### src/rtl/core/proximity_dedup_point_table_core_macros.svh
// Assertion helpers shared by the RTL that checks itself.
`ifndef PROXIMITY_DEDUP_POINT_TABLE_CORE_MACROS_SVH
`define PROXIMITY_DEDUP_POINT_TABLE_CORE_MACROS_SVH

// Same-cycle implication, switched off while reset is high.
`define PDPT_ASSERT_NOW(label, clock, reset, ante, cons) \
  label: assert property (@(posedge clock) disable iff (reset) (ante) |-> (cons)) \
    else $error("pdpt assertion failed");

// Next-cycle implication, switched off while reset is high.
`define PDPT_ASSERT_NEXT(label, clock, reset, ante, cons) \
  label: assert property (@(posedge clock) disable iff (reset) (ante) |=> (cons)) \
    else $error("pdpt assertion failed");

`endif

### src/rtl/core/pdpt_pkg.sv
package pdpt_pkg;

  // Table size used when the top level is not overridden.
  localparam int MAX_POINTS_DEF = 256;

  // Field widths.
  localparam int COORD_W     = 24;
  localparam int DIST_W      = 23;
  localparam int COUNT_OUT_W = 9;
  localparam int ENTRY_W     = 2 * COORD_W;
  localparam int IN_TDATA_W  = 48;
  localparam int OUT_TDATA_W = 16;

  // Reset value of the closeness threshold (0.5 m).
  localparam logic [DIST_W-1:0] DIST_RESET = 23'd512;

  // Status of the compare pipeline as seen by the controller.
  typedef struct packed {
    logic busy;       // a request is somewhere in the pipeline
    logic hit_valid;  // one compare result is presented this cycle
    logic hit;        // that stored point lies inside the box
  } cmp_stat_t;

endpackage

### src/rtl/core/pdpt_cmp.sv
module pdpt_cmp
  import pdpt_pkg::*;
(
  input  logic               clk,
  input  logic               rst,
  input  logic               rd_en,
  input  logic [COORD_W-1:0] point_x,
  input  logic [COORD_W-1:0] point_y,
  input  logic [ENTRY_W-1:0] stored_data,
  input  logic [DIST_W-1:0]  threshold,
  output cmp_stat_t          stat
);

  logic               data_valid;
  logic               diff_valid;
  logic [COORD_W:0]   abs_x;
  logic [COORD_W:0]   abs_y;
  logic               hit_valid;
  logic               hit;
  logic signed [COORD_W:0] diff_x;
  logic signed [COORD_W:0] diff_y;
  logic [COORD_W-1:0] stored_x;
  logic [COORD_W-1:0] stored_y;

  // The memory word holds x in the low half and y in the high half.
  assign stored_x = stored_data[COORD_W-1:0];
  assign stored_y = stored_data[ENTRY_W-1:COORD_W];

  // Differences are exact at one bit wider than the coordinates.
  assign diff_x = $signed({point_x[COORD_W-1], point_x})
                - $signed({stored_x[COORD_W-1], stored_x});
  assign diff_y = $signed({point_y[COORD_W-1], point_y})
                - $signed({stored_y[COORD_W-1], stored_y});

  // Pipeline valid flags: memory output, magnitude stage, compare stage.
  always_ff @(posedge clk) begin
    if (rst) begin
      data_valid <= 1'b0;
      diff_valid <= 1'b0;
      hit_valid  <= 1'b0;
    end else begin
      data_valid <= rd_en;
      diff_valid <= data_valid;
      hit_valid  <= diff_valid;
    end
  end

  // Magnitude stage.
  always_ff @(posedge clk) begin
    abs_x <= diff_x[COORD_W] ? (COORD_W+1)'(1) + ~diff_x : diff_x;
    abs_y <= diff_y[COORD_W] ? (COORD_W+1)'(1) + ~diff_y : diff_y;
  end

  // Box test: both axes strictly below the threshold.
  always_ff @(posedge clk) begin
    hit <= (abs_x < {2'b00, threshold}) && (abs_y < {2'b00, threshold});
  end

  assign stat.busy      = data_valid | diff_valid | hit_valid;
  assign stat.hit_valid = hit_valid;
  assign stat.hit       = hit;

endmodule

### config.mk
export PLATFORM = sky130hd
export DESIGN_NAME = pdpt_cmp
export DESIGN_NICKNAME = d
export VERILOG_FILES = /design/src/rtl/core/proximity_dedup_point_table_core_macros.svh /design/src/rtl/core/pdpt_pkg.sv /design/src/rtl/core/pdpt_cmp.sv
export SDC_FILE = /design/constraint.sdc
export NUM_CORES = 1
export LEC_CHECK = 0
export BUFFER_PORTS_ARGS = -buffer_cell sky130_fd_sc_hd__buf_2
export CORE_MARGIN = 3
export CORE_UTILIZATION = 40
export DETAILED_ROUTE_END_ITERATION = 10
export PLACE_DENSITY_LB_ADDON = 0.3
export SKIP_CTS_REPAIR_TIMING = 1
export SYNTH_ARGS = -nofsm -noshare
export SYNTH_HDL_FRONTEND = slang
export SYNTH_SLANG_ARGS = --single-unit
### constraint.sdc
create_clock -name clk -period 4 [get_ports clk]
set_clock_uncertainty 0.1 [all_clocks]
set_input_delay 0.2 -clock clk [delete_from_list [all_inputs] [get_ports clk]]
set_output_delay 0.2 -clock clk [all_outputs]
set_load 0.005 [all_outputs]
# Yosys cells after proc, flatten, opt, wreduce, memory -nomap -nowiden
# Cells that the tools add are included.
totals:
  ff_bits: 54
  input_bits: 122
  wordCells: 21
classes:
  add_sub_neg: 4
  order_cmp: 2
  muxes: 2
  n_bitwise: 4
  reduce_logical: 1
op_table:
  columns: ["operator", "count"]
  rows:
  - ["$add 2x25->25 const A", 2]
  - ["$lt 25x23->1", 2]
  - ["$not 25->25", 2]
  - ["$sub 24x24->25", 2]
  - ["$mux 24", 2]
  - ["$or 1x1->1", 2]
  - ["$logic_and 1x1->1", 1]

# Depth between registers and ports, before layout
# Gate-level depths: netlist of run 1.
logic_depth:
  word_depth: 4
  mapped_depth: 13

# Worst setup path after synthesis of run 1
# Ideal clock, no wire load.
synth_timing:
  path_type: "in2reg"
  start: "input point_x[0]"
  end: "register abs_x[23]"
  setup_time_ps: 123
  arrival_ps: 2965
  t_required_ps: 3777
  path_slack_ps: 812
  cell_stages: 12
  cell_sequence: "inv_1 ha_1 fa_1 nand2b_2 a21o_1 a31o_1 a211oi_2 a211oi_1 or4_1 or4b_4 o21ai_2 xnor2_1"
synth_via:
  elab_chain_len: 4
synth_lines:
  columns: ["item", "line", "text"]
  rows:
  - ["start, declared", "pdpt_cmp.sv:7", "input logic [COORD_W-1:0] point_x,"]
  - ["$sub 24x24->25 (*)", "pdpt_cmp.sv:31", "- $signed({stored_x[COORD_W-1], stored_x});"]
  - ["$not 25->25", "pdpt_cmp.sv:50", "abs_x <= diff_x[COORD_W] ? (COORD_W+1)'(1) + ~diff_x : diff_x;"]
  - ["$add 2x25->25", "pdpt_cmp.sv:50", null]
  - ["$mux 24 (*)", "pdpt_cmp.sv:50", null]
  - ["end signal, assigned", "pdpt_cmp.sv:50", null]
  - ["end, declared", "pdpt_cmp.sv:16", "logic [COORD_W:0] abs_x;"]
# Mark *: on every way between the ends. The rest lies on a longest branch, timed or not.
# A chain may end at the register's enable or synchronous reset.

# Worst setup path in the final report of run 1
# Same ends and word-level chain as after synthesis.

==> flow_metrics.env, run 1 <==
export IMPL_status="finished with violations"
export IMPL_violations="hold timing"
export IMPL_regToRegSetupSlack_ps=1640
export IMPL_seq_power_share_pct=32.6
export IMPL_critPathKind="input port to flip-flop"
export IMPL_synth_cell_area_sq_mm=0.00629
export IMPL_hold_viol_final=2
export IMPL_syn_nets=1032
export IMPL_path_max_fanout=4
export IMPL_rsz0062_at_grt="false"
export IMPL_cts_buffer_depth=2
export IMPL_mostFrequentLayoutCells="buf_2 (124), ha_1 (94), inv_1 (88)"
export IMPL_cts_sinks=54
export IMPL_ys_flop_type="dfxtp_1"
export IMPL_post_route_period_util_pct=79.2
export IMPL_overflow=0
export IMPL_dieArea_sq_mm=0.0173
export IMPL_finalNonFillerCells=1133
export IMPL_synthToLayoutAreaGrowth_pct=14.6
export IMPL_setup_tns_ps=0
export IMPL_holdCritPathClass="input port to flip-flop"
export IMPL_cts_clk_slew_worst_paths_ps=70
export IMPL_max_slew_worst_pin_slew_ps=1150
export IMPL_grt_max_degree=21
export IMPL_fin_nets=1140
export IMPL_switchingPower_mw=0.934
export IMPL_setup_violations=0
export IMPL_avgSynthCellArea_sq_um=7.73
export IMPL_peakVddDrop_mv=0.213
export IMPL_fin_util_pct=47.1
export IMPL_ys_ff_latch=54
export IMPL_critPathLaunchType="input port"
export IMPL_drt_first_pass_iters=4
export IMPL_synth_xor_area_share_pct=10.7
export IMPL_comb_power_share_pct=50.3
export IMPL_critPathArrivalTime_ps=3290
export IMPL_grt_pass1_wl_um=24800
export IMPL_p_int_mw=1.49
export IMPL_fp_coreArea_sq_mm=0.0153
export IMPL_drc_errors=0
export IMPL_drv_cap=0
export IMPL_ys_top_cells_by_area="ha_1 (19%), dfxtp_1 (17%), xnor2_1 (6.4%)"
export IMPL_num_vias=5858
export IMPL_synth_edf_count=0
export IMPL_num_rows=45
export IMPL_n_antenna_cell=0
export IMPL_via_per_inst=5.17
export IMPL_hpwl_um=12400
export IMPL_whs_ps=-4.72
export IMPL_wire_per_inst_um=12.7
export IMPL_min_period_ps=3170
export IMPL_ys_seq_area_share_pct=17.2
export IMPL_yosys_cell_types_count=76
export IMPL_dp_cells=1126
export IMPL_gp_congestion=0.862
export IMPL_slew_headroom_pct=23.4
export IMPL_cts_tree="done"
export IMPL_htree_levels=2
export IMPL_cts_buffers=5
export IMPL_pwr_density_cell_mw_per_mm2=336
export IMPL_final_common_cell="buf_2"
export IMPL_grt_util_all_layers_pct=16.5
export IMPL_design_area_sq_mm=0.00721
export IMPL_power_mw=2.42
export IMPL_end_kind="flip-flop"
export IMPL_layout_drive_gt1_share_pct=18.0
export IMPL_portBuffers=124
export IMPL_initial_utilization_pct=41.1
export IMPL_io_pins=125
export IMPL_drtAntennaViolNets=0
export IMPL_p_clk_share_pct=17.1
export IMPL_synth_top_cell_by_area="ha_1"
export IMPL_place_area_sq_mm=0.00707
export IMPL_cp_required_ps=4120
export IMPL_leakagePower_nw=3.50
export IMPL_drt_wl_total_um=14400
export IMPL_drt_iter0_markers=293
export IMPL_yosysWarnings=0
export IMPL_async_flop_share_pct=0
export IMPL_swShare_pct=38.6
export IMPL_synth_compound_gate_area_share_pct=25.9
export IMPL_post_synth_mux_area_share_pct=0.318
export IMPL_antenna_found_initial=0
export IMPL_synth_top_family_by_area="compound AO/OA/AOI/OAI gates"
export IMPL_clk_latency_ps=290
export IMPL_syn_inst=814
export IMPL_synth_top_area_share_pct=18.7
export IMPL_first_global_vias=5458
export IMPL_synthAdderAreaFrac_pct=19.3
export IMPL_synth_simple_area_share_pct=19.3
export IMPL_die_h_um=131
export IMPL_drv_slew=0
export IMPL_cts_root_buf="clkbuf_16"
export IMPL_die_x_um=131
export IMPL_fmax_mhz=316
## flip-flops by register name, indices dropped and copies added, names as in the netlist
register / cells
abs_y: 25
abs_x: 25
hit: 1
data_valid: 1
diff_valid: 1
hit_valid: 1
## path summary, 6_finish.rpt
kind	start	endpoint	depth (start not counted)
setup / recovery	point_x[0]	abs_x[23]	13
hold / removal	rst	hit_valid	2
setup reg to reg	abs_y[10]	hit	10
hold reg to reg	diff_valid	hit_valid	1
## per-layer routing
layer,routed length (um),global-route usage (%),vias to the layer above
met1,7330,24.1,2599
met5,0,0,-
met4,133,2.68,0
met2,6290,26.4,119
met3,637,1.99,12
li1,-,-,3128
## cell usage after synthesis (3+ instances only)
cell type  instances
a211oi_1          12
a211oi_2           4
a21o_1            24
a21oi_1           56
a21oi_2            8
a31oi_1           10
and2_1             5
and3_1            11
buf_2              8
buf_4              3
clkbuf_1          13
dfxtp_1           54
ha_1              94
inv_1             88
nand2_1           59
nand2b_1           9
nand3_1           19
nand3b_1           4
nand4_1           13
nor2_1            56
nor2b_1            9
nor3_1            19
nor3b_1            4
nor4_1             7
o2111a_1           3
o2111ai_1          3
o211ai_1           8
o211ai_2           3
o21a_1            13
o21ai_0           37
o21ai_1            7
o21bai_1           4
o22ai_1            4
o31ai_1            6
or3_1              4
or4_1              3
xnor2_1           46
xor2_1            31
## logic make-up (layout without fill, tap and decap cells)
| family | count (synthesis) | after routing |
|---|---|---|
| AOI/OAI and AO/OA | 235 | 235 |
| adders and majority gates | 96 | 96 |
| DFF | 54 | 54 |
| muxes | 2 | 2 |
| buffers and inverters | 114 | 222 |
| xor gates and xnor gates | 77 | 77 |
| and+or+nand+nor | 236 | 236 |
## final cells by class
class / count / area [sq um]
Clock buffer: 5 / 125
Timing Repair Buffer: 126 / 636
Sequential cell: 54 / 1080
Multi-Input combinational cell: 646 / 4760
Tap cell: 211 / 264
Clock inverter: 2 / 13.8
Fill cell: 1579 / 8110
Inverter: 89 / 334
## worst max-delay path, stage by stage
cell and delay [ps]:
buf_2 80, inv_1 30, ha_1 200, fa_1 410, nand2b_2 230, a21o_1 200
a31o_1 250, a211oi_2 190, a211oi_1 90, or4_1 600, or4b_4 550, o21ai_2 130
xnor2_1 120
## per-stage QoR
| stage | hold slack (ps) | worst slack [ps] |
|---|---|---|
| after floorplan | 172 | 812 |
| after global placement | 296 | 576 |
| after detailed placement | 294 | 540 |
| after CTS | -6.88 | 838 |
| after global routing | 12.4 | 460 |
| final | -4.72 | 832 |
## power groups by stage
stage	clock network (mW)	logic [mW]	registers (mW)
floorplan	0	0.946	0.762
global placement	0	1.19	0.803
detailed placement	0	1.21	0.804
CTS	0.421	1.22	0.791
global route	0.443	1.41	0.804
finish	0.413	1.22	0.789
Power figures use the tool's default switching activity.
==> run 2, diff against run 1 <==
- clock period: 4 -> 2.64 ns (I/O delays scaled with it)
==> run 2 against run 1 <==
Sequential share of layout area is 3.4 points lower. Worst hold slack worse by 36 ps. Highest routed layer unchanged. Die area stayed put. Critical endpoint unchanged. Cell count is 17% higher. Clock power is 62% higher. The flow finishes with violations (hold timing, setup timing). Sequential power is 50% higher. Power is 83% higher. Core utilization is 14 points higher.
==> flow_metrics.env, run 2 (synthesized netlist as in run 1, its figures left out) <==
export IMPL_drt_iter0_markers=277
export IMPL_cp_required_ps=2720
export IMPL_fp_coreArea_sq_mm=0.0153
export IMPL_end_kind="flip-flop"
export IMPL_drtAntennaViolNets=0
export IMPL_die_x_um=131
export IMPL_grt_max_degree=20
export IMPL_min_period_ps=2810
export IMPL_num_rows=45
export IMPL_cts_tree="done"
export IMPL_num_vias=6740
export IMPL_hold_viol_final=1
export IMPL_cts_root_buf="clkbuf_16"
export IMPL_post_route_period_util_pct=106
export IMPL_portBuffers=124
export IMPL_drt_wl_total_um=17400
export IMPL_mostFrequentLayoutCells="buf_4 (187), buf_2 (120), ha_1 (87)"
export IMPL_fmax_mhz=356
export IMPL_first_global_vias=6400
export IMPL_overflow=0
export IMPL_die_h_um=131
export IMPL_cts_buffers=5
export IMPL_largestRegisters="abs_x (25), abs_y (25)"
export IMPL_setup_tns_ps=-869
export IMPL_cts_sinks=54
export IMPL_critPathLaunchType="input port"
export IMPL_via_per_inst=5.06
export IMPL_whs_ps=-40.6
export IMPL_layout_drive_gt1_share_pct=38.7
export IMPL_cts_buffer_depth=2
export IMPL_final_common_cell="buf_4"
export IMPL_n_antenna_cell=0
export IMPL_cts_clk_slew_worst_paths_ps=70
export IMPL_pwr_density_cell_mw_per_mm2=476
export IMPL_gp_congestion=0.860
export IMPL_critPathArrivalTime_ps=2890
export IMPL_drt_first_pass_iters=5
export IMPL_leakagePower_nw=4.57
export IMPL_antenna_found_initial=0
export IMPL_io_pins=125
export IMPL_layout_setup_ws_ps=-172
export IMPL_fin_nets=1337
export IMPL_max_slew_worst_pin_slew_ps=608
export IMPL_status="finished with violations"
export IMPL_violations="hold timing, setup timing"
export IMPL_slew_headroom_pct=59.2
export IMPL_critPathKind="input port to flip-flop"
export IMPL_clk_latency_ps=290
export IMPL_drv_slew=0
export IMPL_drv_cap=0
export IMPL_wire_per_inst_um=13.1
export IMPL_rsz0062_at_grt="true"
export IMPL_grt_util_all_layers_pct=18.6
export IMPL_holdCritPathClass="input port to flip-flop"
export IMPL_grt_pass1_wl_um=28100
export IMPL_drc_errors=0
export IMPL_hpwl_um=14300
export IMPL_initial_utilization_pct=41.1
export IMPL_peakVddDrop_mv=0.315
export IMPL_path_max_fanout=3
export IMPL_htree_levels=2
export IMPL_dieArea_sq_mm=0.0173
export IMPL_setup_violations=12
export IMPL_synthToLayoutAreaGrowth_pct=48.1
-- run 2: changes by cell type in the layout (fill, tap and decap cells not counted), moves of 5 or more --
cell / previous run / this run
buf_4: 2 / 187
buf_6: 0 / 13
o21ai_0: 37 / 27
o21ai_2: 2 / 12
ha_1: 94 / 87
ha_4: 0 / 7
a21oi_1: 56 / 51
o31ai_1: 6 / 1
o31ai_4: 0 / 5
-- run 2: worst max-delay path, cell delays in order --
cell and delay, ps:
buf_8 80, inv_8 30, ha_4 140, fa_2 340
nand2b_4 170, a21o_1 200, a31o_1 260, a31o_1 220
a221o_1 370, xnor2_2 160, or4b_4 560, o21ai_2 140
xnor2_1 80
-- run 2: power by group --
group / switching, mW / internal (mW)
clock: 0.310 / 0.362
sequential: 0.0986 / 1.08
combinational: 1.27 / 1.31
total: 1.68 / 2.75
-- run 2: metrics by stage --
stage	power [mW]	instance area, sq um	utilization [%]	cells	worst slack [ps]
detailed placement	3.60	8690	56.8	1310	-523
global route	4.79	9320	60.8	1331	-266
finish	4.43	9320	60.8	1331	-172
global placement	3.55	8690	56.8	1310	-500
floorplan	2.66	6540	-	814	-262
CTS	4.29	8850	57.8	1318	-210
-- run 2: layer usage --
metal | track usage (%) | vias to the layer above | routed length [um]
li1 | - | 3543 | -
met5 | 0 | - | 0
met3 | 1.80 | 18 | 593
met4 | 3.91 | 0 | 246
met2 | 32.7 | 132 | 8570
met1 | 24.7 | 3047 | 7960
-- run 2: worst paths after layout --
path / cells after the start / endpoint / slack [ps] / start
max: 13 / abs_x[23] / -170 / point_x[0]
min: 2 / data_valid / -40 / rd_en
max reg2reg: 10 / hit / 370 / abs_y[10]
min reg2reg: 1 / diff_valid / 360 / data_valid
-- run 2: area by class of cell --
| cell class | count | area, sq um |
|---|---|---|
| Fill cell | 1420 | 6000 |
| Multi-Input combinational cell | 646 | 5260 |
| Timing Repair Buffer | 323 | 2200 |
| Sequential cell | 54 | 1080 |
| Inverter | 89 | 359 |
| Tap cell | 211 | 264 |
| Clock buffer | 5 | 125 |
| Clock inverter | 3 | 28.8 |
